==> src/rtl/cpb_pkg.sv <==
package cpb_pkg;

    localparam int MAX_COLS = 64;
    localparam int COL_W    = $clog2(MAX_COLS);
    localparam int CNT_W    = COL_W + 1;
    localparam int CFG_W    = 7;
    localparam int IDX_W    = 1;

    localparam logic             OP_SINGLETON = 1'b0;
    localparam logic             OP_DEAD      = 1'b1;
    localparam logic [IDX_W-1:0] CFG_N_COLS   = 1'd0;
    localparam logic [IDX_W-1:0] CFG_N1_COLS  = 1'd1;

    typedef struct packed {
        logic             operation;
        logic [COL_W-1:0] column;
        logic             dead;
        logic             last;
    } t_in_req;

    typedef struct packed {
        logic [COL_W-1:0] out_column;
        logic [COL_W-1:0] position;
        logic [COL_W-1:0] inverse;
        logic             live;
        logic [CNT_W-1:0] rank;
        logic             final_res;
    } t_out_res;

    typedef struct packed {
        logic                clear;
        logic                ord_re;
        logic [COL_W-1:0]    ord_raddr;
    } t_pack_ctl;

    typedef struct packed {
        logic [MAX_COLS-1:0] mapped;
        logic [CNT_W-1:0]    next_pos;
        logic [COL_W-1:0]    ord_rdata;
    } t_load_stat;

    typedef enum logic [2:0] {
        S_IDLE,
        S_A_RD,
        S_A_WR,
        S_B,
        S_C_RD,
        S_C_LD,
        S_C_WAIT
    } t_state;

endpackage

==> src/rtl/column_permutation_builder_top.sv <==
// Load requests are accepted back to back while the builder is idle. A request
// marked last starts the build: a walk of the order RAM over the mapped columns,
// a sweep over the unmapped columns, then each result is read, loaded and held
// until taken. Input stalls from the last request until the final result is taken.
// Reset is synchronous, active low: clears load state, n_cols to 64, n1_cols to 0.
module column_permutation_builder_top (
    input  logic                      i_clk,
    input  logic                      i_rst_n,
    input  logic                      i_in_valid,
    output logic                      o_in_stall,
    input  cpb_pkg::t_in_req          i_in_req,
    output logic                      o_out_valid,
    input  logic                      i_out_stall,
    output cpb_pkg::t_out_res         o_out_res,
    input  logic                      i_cfg_valid,
    output logic                      o_cfg_ready,
    input  logic [cpb_pkg::IDX_W-1:0] i_cfg_index,
    input  logic [cpb_pkg::CFG_W-1:0] i_cfg_data
);
    import cpb_pkg::*;

    logic [CNT_W-1:0] r_n_cols;
    logic [CNT_W-1:0] r_n1_cols;
    logic [CNT_W-1:0] w_n;
    logic             w_busy;
    logic             w_load;
    t_pack_ctl        w_ctl;
    t_load_stat       w_stat;

    assign o_cfg_ready = 1'b1;
    assign o_in_stall  = w_busy;
    assign w_load      = i_in_valid && !w_busy;

    always_ff @(posedge i_clk) begin
        if (!i_rst_n) begin
            r_n_cols  <= CNT_W'(MAX_COLS);
            r_n1_cols <= '0;
        end else if (i_cfg_valid && o_cfg_ready) begin
            case (i_cfg_index)
                CFG_N_COLS:  r_n_cols  <= i_cfg_data[CNT_W-1:0];
                CFG_N1_COLS: r_n1_cols <= i_cfg_data[CNT_W-1:0];
                default:     r_n_cols  <= r_n_cols;
            endcase
        end
    end

    always_comb begin
        if (r_n_cols == '0) begin
            w_n = CNT_W'(1);
        end else if (r_n_cols > CNT_W'(MAX_COLS)) begin
            w_n = CNT_W'(MAX_COLS);
        end else begin
            w_n = r_n_cols;
        end
    end

    cpb_load u_load (
        .i_clk   (i_clk),
        .i_rst_n (i_rst_n),
        .i_load  (w_load),
        .i_req   (i_in_req),
        .i_n     (w_n),
        .i_n1    (r_n1_cols),
        .i_ctl   (w_ctl),
        .o_stat  (w_stat)
    );

    cpb_pack u_pack (
        .i_clk       (i_clk),
        .i_rst_n     (i_rst_n),
        .i_start     (w_load && i_in_req.last),
        .i_n         (w_n),
        .i_stat      (w_stat),
        .o_ctl       (w_ctl),
        .o_busy      (w_busy),
        .o_out_valid (o_out_valid),
        .i_out_stall (i_out_stall),
        .o_out_res   (o_out_res)
    );

endmodule

==> src/rtl/cpb_ram.sv <==
module cpb_ram #(
    parameter int WIDTH = 8,
    parameter int DEPTH = 64
) (
    input  logic                     i_clk,
    input  logic                     i_we,
    input  logic [$clog2(DEPTH)-1:0] i_waddr,
    input  logic [WIDTH-1:0]         i_wdata,
    input  logic                     i_re,
    input  logic [$clog2(DEPTH)-1:0] i_raddr,
    output logic [WIDTH-1:0]         o_rdata
);

    logic [WIDTH-1:0] r_mem [DEPTH];
    logic [WIDTH-1:0] r_rdata;

    always_ff @(posedge i_clk) begin
        if (i_we) begin
            r_mem[i_waddr] <= i_wdata;
        end
        if (i_re) begin
            r_rdata <= r_mem[i_raddr];
        end
    end

    assign o_rdata = r_rdata;

endmodule

==> src/rtl/cpb_load.sv <==
module cpb_load (
    input  logic                     i_clk,
    input  logic                     i_rst_n,
    input  logic                     i_load,
    input  cpb_pkg::t_in_req         i_req,
    input  logic [cpb_pkg::CNT_W-1:0] i_n,
    input  logic [cpb_pkg::CNT_W-1:0] i_n1,
    input  cpb_pkg::t_pack_ctl       i_ctl,
    output cpb_pkg::t_load_stat      o_stat
);
    import cpb_pkg::*;

    logic [MAX_COLS-1:0] r_mapped;
    logic [CNT_W-1:0]    r_next_pos;
    logic [CNT_W-1:0]    r_mf_count;
    logic [CNT_W:0]      w_mf_col;
    logic [COL_W-1:0]    w_map_col;
    logic                w_map;
    logic                w_mf_step;
    logic [COL_W-1:0]    w_ord_rdata;

    always_comb begin
        w_map     = 1'b0;
        w_map_col = i_req.column;
        w_mf_step = 1'b0;
        w_mf_col  = {1'b0, i_n1} + {1'b0, r_mf_count};
        case (i_req.operation)
            OP_SINGLETON: begin
                w_map_col = i_req.column;
                w_map = ({1'b0, i_req.column} < i_n1) && ({1'b0, i_req.column} < i_n)
                        && !r_mapped[i_req.column] && (r_next_pos < i_n);
            end
            OP_DEAD: begin
                w_map_col = w_mf_col[COL_W-1:0];
                if (r_mf_count < CNT_W'(MAX_COLS)) begin
                    w_mf_step = 1'b1;
                    w_map = (w_mf_col < {1'b0, i_n}) && !i_req.dead
                            && !r_mapped[w_mf_col[COL_W-1:0]] && (r_next_pos < i_n);
                end
            end
            default: begin
                w_map = 1'b0;
            end
        endcase
    end

    always_ff @(posedge i_clk) begin
        if (!i_rst_n || i_ctl.clear) begin
            r_mapped   <= '0;
            r_next_pos <= '0;
            r_mf_count <= '0;
        end else if (i_load) begin
            if (w_map) begin
                r_mapped[w_map_col] <= 1'b1;
                r_next_pos          <= r_next_pos + 1'b1;
            end
            if (w_mf_step) begin
                r_mf_count <= r_mf_count + 1'b1;
            end
        end
    end

    cpb_ram #(
        .WIDTH (COL_W),
        .DEPTH (MAX_COLS)
    ) u_order_ram (
        .i_clk   (i_clk),
        .i_we    (i_load && w_map),
        .i_waddr (r_next_pos[COL_W-1:0]),
        .i_wdata (w_map_col),
        .i_re    (i_ctl.ord_re),
        .i_raddr (i_ctl.ord_raddr),
        .o_rdata (w_ord_rdata)
    );

    always_comb begin
        o_stat.mapped    = r_mapped;
        o_stat.next_pos  = r_next_pos;
        o_stat.ord_rdata = w_ord_rdata;
    end

endmodule

==> src/rtl/cpb_pack.sv <==
module cpb_pack (
    input  logic                      i_clk,
    input  logic                      i_rst_n,
    input  logic                      i_start,
    input  logic [cpb_pkg::CNT_W-1:0] i_n,
    input  cpb_pkg::t_load_stat       i_stat,
    output cpb_pkg::t_pack_ctl        o_ctl,
    output logic                      o_busy,
    output logic                      o_out_valid,
    input  logic                      i_out_stall,
    output cpb_pkg::t_out_res         o_out_res
);
    import cpb_pkg::*;

    t_state           r_state;
    t_state           n_state;
    logic [CNT_W-1:0] r_idx;
    logic [CNT_W-1:0] r_rank;
    logic [CNT_W-1:0] r_p;
    logic             r_out_valid;
    t_out_res         r_out;

    logic             w_pos_we;
    logic [COL_W-1:0] w_pos_waddr;
    logic [COL_W-1:0] w_pos_wdata;
    logic             w_inv_we;
    logic [COL_W-1:0] w_inv_waddr;
    logic [COL_W-1:0] w_inv_wdata;
    logic             w_c_re;
    logic [COL_W-1:0] w_pos_rdata;
    logic [COL_W-1:0] w_inv_rdata;
    logic             w_a_take;
    logic             w_b_take;
    logic             w_out_acc;
    logic             w_last_col;

    assign w_a_take   = {1'b0, i_stat.ord_rdata} < i_n;
    assign w_b_take   = (r_idx != i_n) && !i_stat.mapped[r_idx[COL_W-1:0]];
    assign w_out_acc  = r_out_valid && !i_out_stall;
    assign w_last_col = (r_idx == i_n - 1'b1);

    always_comb begin
        n_state = r_state;
        case (r_state)
            S_IDLE:   if (i_start) n_state = S_A_RD;
            S_A_RD:   n_state = (r_idx == i_stat.next_pos) ? S_B : S_A_WR;
            S_A_WR:   n_state = S_A_RD;
            S_B:      if (r_idx == i_n) n_state = S_C_RD;
            S_C_RD:   n_state = S_C_LD;
            S_C_LD:   n_state = S_C_WAIT;
            S_C_WAIT: if (w_out_acc) n_state = r_out.final_res ? S_IDLE : S_C_RD;
            default:  n_state = S_IDLE;
        endcase
    end

    always_comb begin
        o_busy        = (r_state != S_IDLE);
        o_ctl.clear   = 1'b0;
        o_ctl.ord_re  = 1'b0;
        o_ctl.ord_raddr = r_idx[COL_W-1:0];
        w_pos_we      = 1'b0;
        w_pos_waddr   = r_idx[COL_W-1:0];
        w_pos_wdata   = r_p[COL_W-1:0];
        w_inv_we      = 1'b0;
        w_inv_waddr   = r_p[COL_W-1:0];
        w_inv_wdata   = r_idx[COL_W-1:0];
        w_c_re        = 1'b0;
        case (r_state)
            S_A_RD: begin
                o_ctl.ord_re = (r_idx != i_stat.next_pos);
            end
            S_A_WR: begin
                w_pos_we    = w_a_take;
                w_pos_waddr = i_stat.ord_rdata;
                w_pos_wdata = r_rank[COL_W-1:0];
                w_inv_we    = w_a_take;
                w_inv_waddr = r_rank[COL_W-1:0];
                w_inv_wdata = i_stat.ord_rdata;
            end
            S_B: begin
                w_pos_we = w_b_take;
                w_inv_we = w_b_take;
            end
            S_C_RD: begin
                w_c_re = 1'b1;
            end
            S_C_WAIT: begin
                o_ctl.clear = w_out_acc && r_out.final_res;
            end
            default: begin
                o_busy = (r_state != S_IDLE);
            end
        endcase
    end

    always_ff @(posedge i_clk) begin
        if (!i_rst_n) begin
            r_state     <= S_IDLE;
            r_out_valid <= 1'b0;
        end else begin
            r_state <= n_state;
            if (r_state == S_C_LD) begin
                r_out_valid <= 1'b1;
            end else if (w_out_acc) begin
                r_out_valid <= 1'b0;
            end
        end
    end

    always_ff @(posedge i_clk) begin
        case (r_state)
            S_IDLE: begin
                r_idx  <= '0;
                r_rank <= '0;
            end
            S_A_RD: begin
                if (r_idx == i_stat.next_pos) begin
                    r_idx <= '0;
                    r_p   <= r_rank;
                end
            end
            S_A_WR: begin
                r_idx <= r_idx + 1'b1;
                if (w_a_take) begin
                    r_rank <= r_rank + 1'b1;
                end
            end
            S_B: begin
                if (r_idx == i_n) begin
                    r_idx <= '0;
                end else begin
                    r_idx <= r_idx + 1'b1;
                    if (w_b_take) begin
                        r_p <= r_p + 1'b1;
                    end
                end
            end
            S_C_LD: begin
                r_out.out_column <= r_idx[COL_W-1:0];
                r_out.position   <= w_pos_rdata;
                r_out.inverse    <= w_inv_rdata;
                r_out.live       <= ({1'b0, w_pos_rdata} < r_rank);
                r_out.rank       <= r_rank;
                r_out.final_res  <= w_last_col;
            end
            S_C_WAIT: begin
                if (w_out_acc) begin
                    r_idx <= r_idx + 1'b1;
                end
            end
            default: begin
                r_idx <= r_idx;
            end
        endcase
    end

    cpb_ram #(
        .WIDTH (COL_W),
        .DEPTH (MAX_COLS)
    ) u_pos_ram (
        .i_clk   (i_clk),
        .i_we    (w_pos_we),
        .i_waddr (w_pos_waddr),
        .i_wdata (w_pos_wdata),
        .i_re    (w_c_re),
        .i_raddr (r_idx[COL_W-1:0]),
        .o_rdata (w_pos_rdata)
    );

    cpb_ram #(
        .WIDTH (COL_W),
        .DEPTH (MAX_COLS)
    ) u_inv_ram (
        .i_clk   (i_clk),
        .i_we    (w_inv_we),
        .i_waddr (w_inv_waddr),
        .i_wdata (w_inv_wdata),
        .i_re    (w_c_re),
        .i_raddr (r_idx[COL_W-1:0]),
        .o_rdata (w_inv_rdata)
    );

    assign o_out_valid = r_out_valid;
    assign o_out_res   = r_out;

endmodule

==> config.mk <==
export PLATFORM = sky130hd
export DESIGN_NAME = column_permutation_builder_top
export DESIGN_NICKNAME = d
export VERILOG_FILES = /design/src/rtl/cpb_pkg.sv /design/src/rtl/column_permutation_builder_top.sv /design/src/rtl/cpb_ram.sv /design/src/rtl/cpb_load.sv /design/src/rtl/cpb_pack.sv
export SDC_FILE = /design/constraint.sdc
export NUM_CORES = 2
export LEC_CHECK = 0
export ABC_AREA = 1
export BUFFER_PORTS_ARGS = -buffer_cell sky130_fd_sc_hd__buf_4
export CORE_UTILIZATION = 45
export DETAILED_ROUTE_END_ITERATION = 12
export HOLD_SLACK_MARGIN = 0.02
export PLACE_DENSITY_LB_ADDON = 0.12
export SYNTH_ARGS = -nofsm -noshare
export SYNTH_HDL_FRONTEND = slang
export SYNTH_HIERARCHICAL = 1
export SYNTH_SLANG_ARGS = --single-unit
==> constraint.sdc <==
create_clock -name i_clk -period 8.2 [get_ports i_clk]
set_clock_uncertainty 0.2 [all_clocks]
set_input_delay 1.64 -clock i_clk [delete_from_list [all_inputs] [get_ports i_clk]]
set_output_delay 1.64 -clock i_clk [all_outputs]
set_load 0.01 [all_outputs]
Word-level counts from Yosys, hierarchy flattened
Memories as Yosys holds them, arrays and structs flattened. A register that Yosys moved wholly into a read port is not among the register bits.
Cells that the tools add are included.

cells by class
  $add $sub $neg = 7
  magnitude comparators = 13
  equal/unequal tests = 18
  multiplexer cells = 43
  bitwise logic cells = 3
  reduce and logical (&&, ||, !) cells = 36

operator list
  kind                                                                          count
  64-bit bitwise OR                                                             1
  7-bit 2-to-1 mux                                                              9
  7-bit by 1-bit adder with 7-bit output, second input constant                 5
  7-bit case mux with 5 select lines                                            1
  6-bit by 7-bit less-than comparator with 1-bit output                         4
  6-bit by 7-bit less-than comparator with 1-bit output, second input constant  4
  7-bit case mux with 2 select lines                                            2
  7-bit == test                                                                 3
  3-bit case mux with 7 select lines                                            1
  1-bit binary-select mux with 6-bit select                                     3
  1-bit 2-to-1 mux                                                              17
  7-bit != test                                                                 2
  1-bit logical AND                                                             13
  3-bit 2-to-1 mux                                                              4
  6-bit 2-to-1 mux                                                              2
  2-bit by 1-bit != test with 1-bit output, second input constant               6
  6-bit case mux with 2 select lines                                            1
  2-bit AND reduction                                                           5
  3-bit == test, second input constant                                          3
  7-bit by 7-bit adder with 8-bit output                                        1
  8-bit by 7-bit less-than comparator with 1-bit output                         1
  7-bit > comparator, second input constant                                     1
  1-bit zero test                                                               7
  7-bit zero test                                                               1
  17 further kinds                                                              23

word-level totals
  register bits after elaboration = 144
  memory bits (writable) = 1,152
  memories kept = 3

memories
  name                      depth  bits a word  rd ports  clocked after Yosys merged registers in  wr ports  RTL line       source
  u_load.u_order_ram.r_mem  64     6            1         1                                        1         cpb_ram.sv:14  logic [WIDTH-1:0] r_mem [DEPTH];
  u_pack.u_inv_ram.r_mem    64     6            1         1                                        1         cpb_ram.sv:14
  u_pack.u_pos_ram.r_mem    64     6            1         1                                        1         cpb_ram.sv:14

Longest topological paths before layout
  word-level depth = 12
  depth in mapped cells = 20
  mapped depth without buffers = 19

By module
The synthesis kept the hierarchy.

by module, submodules not included
  module                          instances  cells each  area each (um^2)  sequential area each (um^2)
  cpb_ram                         3          1,376       15,990.3          11,711.2
  cpb_load                        1          865         5,405.2           1,561.5
  cpb_pack                        1          453         3,524.6           1,491.4
  column_permutation_builder_top  1          84          589.3             280.3

Worst setup path before layout
Ideal clock, no wire load.

  path type = register to register
  start = register u_pack.r_state[1]
  end = memory u_pack/u_inv_ram/r_mem[48][0] in the netlist's numbering, enable pin
  library setup time = 0.386 ns
  data arrival time = 5.334 ns
  data required time = 7.614 ns
  slack = 2.280 ns
  stages on the path, launching flop included = 8
  path through = dfxtp_1 -> inv_1 -> nor2_4 -> nand2_1 -> clkbuf_1 -> o21ai_0 -> nand4_1 -> nor4_1

RTL lines
  item                                      RTL line         source
  start, declared                           cpb_pack.sv:15   t_state r_state;
  start signal, assigned                    cpb_pack.sv:101  r_state <= n_state;
  3-bit by 2-bit == test with 1-bit output  cpb_pack.sv:68   case (r_state)
  6-bit 2-to-1 mux                          cpb_pack.sv:68
  named net u_pack.w_inv_waddr[4]           cpb_pack.sv:27   logic [COL_W-1:0] w_inv_waddr;
  end, declared                             cpb_ram.sv:14

The timed path passes the listed nets, and every way through them passes these cells.

Worst setup path after layout
  start = register r_n1_cols[0]
  end = memory u_load/u_order_ram/r_mem[10][2] in the netlist's numbering, enable pin

between the ends
  longest elaborated chain between the ends = 11

RTL lines
  item                                       RTL line                              source
  start, declared                            column_permutation_builder_top.sv:23  logic [CNT_W-1:0] r_n1_cols;
  start signal, assigned                     column_permutation_builder_top.sv:41  CFG_N1_COLS: r_n1_cols <= i_cfg_data[CNT_W-1:0];
  7-bit by 7-bit adder with 8-bit output     cpb_load.sv:26                        w_mf_col = {1'b0, i_n1} + {1'b0, r_mf_count};
  1-bit binary-select mux with 6-bit select  cpb_load.sv:38                        && !r_mapped[w_mf_col[COL_W-1:0]] && (r_next_pos < i_n);
  1-bit 2-to-1 mux (implied by the code)     cpb_load.sv:38
  1-bit zero test                            cpb_load.sv:38
  1-bit logical AND (2 in a row)             cpb_load.sv:38
  1-bit 2-to-1 mux                           cpb_load.sv:35                        if (r_mf_count < CNT_W'(MAX_COLS)) begin
  1-bit case mux with 2 select lines *       cpb_load.sv:27                        case (i_req.operation)
  1-bit logical AND *                        cpb_load.sv:68                        .i_we (i_load && w_map),
  1-bit 2-to-1 mux *                         cpb_ram.sv:18                         if (i_we) begin
  1-bit 2-to-1 mux (implied by the code) *   cpb_ram.sv:19                         r_mem[i_waddr] <= i_wdata;
  end, declared                              cpb_ram.sv:14

Every way passes the cells marked *; elsewhere a longest branch is shown, timed or not. The select of a mux whose other input is x is not followed.

==> metrics.yaml <==
rows: 130
rsz0062_at_grt: "false"
yosysTopAreaCellShare: 0.636
die_height_um: 359
clkSlewWorstSetupHoldPaths_ps: 60
clk_root_buffer_cell: "clkbuf_16"
hold_depth: 2
critPathArrivalTime_ps: 5880
reg2reg_depth: 13
synth_area_leaders: "edfxtp_1 (64%), nand2_1 (11%), nand3_1 (11%)"
power_density_nw_per_um2: 318
cts.htree.levels: 4
ir_worst_vdd_mv: 0.230
grt_util_all_layers: 0.244
grt_pass1_wl_mm: 240
status: "finished, final reports clean"
vias: 40588
crit_cells: 13
critPathMaxFanout: 11
pin_count: 52
cts_sinks: 1313
drive_above_1_share: 0.0670
final_core_util: 0.503
worst_path_most_repeated_cell: "nand3_1"
finalHoldViolations: 0
synth_ff_type: "edfxtp_1"
period_needed_ps: 5690
setup_viol: 0
worstPathCellList: "ha_1 > fa_1 > xnor2_1 > nand3_1 > nand3_1 > nand3_1 > nand3_1 > nand3_1 > nand2_4 > nand2_1 > inv_2 > nand4_1 > nor2_1"
power_switching_mw: 7.22
synth-seq-cells: 1313
dr.pass1.iters: 6
wire_per_inst_um: 22.1
p_comb_frac: 0.291
die-area_sq_um: 129000
regArea_sq_um: 38500
synth_edf_count: 1217
gp_congestion: 0.913
seqPwrFrac: 0.399
synth.net_count: 5598
insertion_delay_ps: 790
yosys_warnings: 6
worst-setup-path-type: "reg2reg"
drv_cap: 0
core_sq_um: 126000
maxSlewHeadroom: 0.0608
slowest_delay_ps: 1100
power_switching_share: 0.358
grt_pass1_vias: 38784
yosysMostFrequentCell: "nand2_1"
fin_area_sq_um: 63500
cts-hold-fix-buffers: 0
final.period_utilization: 0.694
fillers: 11364
clock_path_buffers: 3
antenna_left: 0
grt_max_degree: 198
p_leak_nw: 22.8
avgSynthCellArea_sq_um: 10.4
syn-cell-area_sq_um: 57500
hp-class: "reg2reg"
synthArstFlopShare: 0
cts_tree: "done"
drv_slew: 0
worstSetupStartpointType: "register"
dpl_cell_area_sq_um: 59000
synth_top_cells_by_count: "nand2_1 (1758), nand3_1 (1242), edfxtp_1 (1217)"
cts_resized: 0
cp_slowest_cell: "xnor2_1"
seq_area_frac_synth: 0.669
crit_path_end_kind: "register"
remaining_drc_errors: 0
dpl.hpwl_mm: 93.9
wl_mm: 160
fmax_ghz: 0.176
viasPerCell: 5.61
layout.nets: 5540
cts_buffers: 142
synth_cell_types: 48
die_w_um: 359
drt_iter0_markers: 4053
postCtsSetupRepairBufs: 0
tightest_slew_ps: 1400
antenna_found_initial: 0
synth_top_area_cell: "edfxtp_1"
critPathTopFamily: "simple AND/OR/NAND/NOR gates"
syn_inst: 5530
grt_overflow: 0
internal_power_mw: 13.0
area_growth_pct: 10.4
portBuffers: 50
start_util: 0.455
critPathBufInv: 1
clkPwrFrac: 0.310
finalSetupTns_ps: 0
crit_required_ps: 8390
multi_input_area_sq_um: 16700
==> flip-flops by register name, summed over array words and instances (netlist names), 7 cells and up <==
name	count
u_pack/u_inv_ram/r_mem	384
r_n_cols	7
u_pack/r_rank	7
u_load/r_next_pos	7
u_pack/r_idx	7
u_pack/o_out_res	27
u_load/u_order_ram/r_mem	384
r_n1_cols	7
u_pack/u_pos_ram/r_mem	384
u_load/r_mapped	64
u_load/r_mf_count	7
==> cell families after synthesis <==
| family | after synthesis | synth area share |
|---|---|---|
| AO/OA/AOI/OAI | 193 | 0.0181 |
| XOR/XNOR | 33 | 0.00542 |
| adder cells (fa/ha/maj) | 46 | 0.0101 |
| buffers and inverters | 530 | 0.0430 |
| flip-flops | 1313 | 0.669 |
| other | 1 | 0.0000652 |
| AND/OR/NAND/NOR | 3414 | 0.254 |
==> path summary, 6_finish.rpt <==
kind	slack, ps	startpoint	endpoint
setup reg to reg	2510	r_n1_cols[0]	u_load/u_order_ram/r_mem[10][2]
hold reg to reg	280	r_n_cols[3]	r_n_cols[3]
setup / recovery	2510	r_n1_cols[0]	u_load/u_order_ram/r_mem[10][2]
hold / removal	280	r_n_cols[3]	r_n_cols[3]
==> worst min-delay path, stage by stage, from the launching register on <==
cell and delay, ps:
dfxtp_1 310, inv_1 70, a21oi_1 60
==> routing by layer <==
layer	wire length, um	up-vias	share of wire	global-route usage
li1	-	19044	-	-
met1	69500	19794	0.43	0.333
met2	74300	1443	0.46	0.391
met3	10900	307	0.068	0.0464
met4	5280	0	0.033	0.0861
met5	0	-	0	0
==> layout by cell type (no fill, tap or decap), types with 2 or more instances in the layout <==
cell type      n
dfxtp_1       96
nor2_2         2
inv_2         18
clkinv_1      25
clkinvlp_4     6
xnor2_2        2
clkbuf_8       3
o21ai_4        9
a21oi_1      112
nor4_1        25
nand2_2        4
clkinv_2      25
o21ai_0       32
inv_16         2
nand2_1     1757
nor2_1       324
o21ai_1        8
xnor2_1       15
clkinv_4       2
o22ai_1        4
xor2_1        15
inv_1        190
bufinv_16     11
ha_1          45
clkinv_8       5
clkbuf_16    144
a21oi_4        8
edfxtp_1    1217
buf_4        114
clkbuf_1      23
nor3b_1        6
o211ai_1      11
nor3_1        11
inv_6          9
nand3_1     1242
buf_12         2
nand4_1       35
==> power groups by stage <==
stage,Combinational [mW],Sequential (mW),Clock (mW)
floorplan,3.83,8.24,0
detailed placement,5.86,8.21,0
global placement,5.84,8.20,0
CTS,5.87,8.06,6.37
global route,6.43,8.07,6.61
finish,5.87,8.07,6.25
==> stage by stage <==
step                setup slack [ps]  instances  power (mW)  hold WS (ps)
floorplan                       2280       5530        12.1           200
global placement                2510       6978        14.0           256
detailed placement              2470       6978        14.1           248
CTS                             2610       7229        20.3           280
global route                    2370       7229        21.1           293
finish                          2510       7230        20.2           278
==> final cells by class <==
| type | instances | share of cell area |
|---|---|---|
| antenna | 1 | 0.0000394 |
| timing repair buffer | 116 | 0.0141 |
| clock buffer | 170 | 0.0588 |
| multi-input combinational | 3687 | 0.264 |
| tap | 1650 | 0.0325 |
| inverter | 212 | 0.0128 |
| clock inverter | 81 | 0.0123 |
| sequential | 1313 | 0.606 |
(Power assumes the default switching activity.)
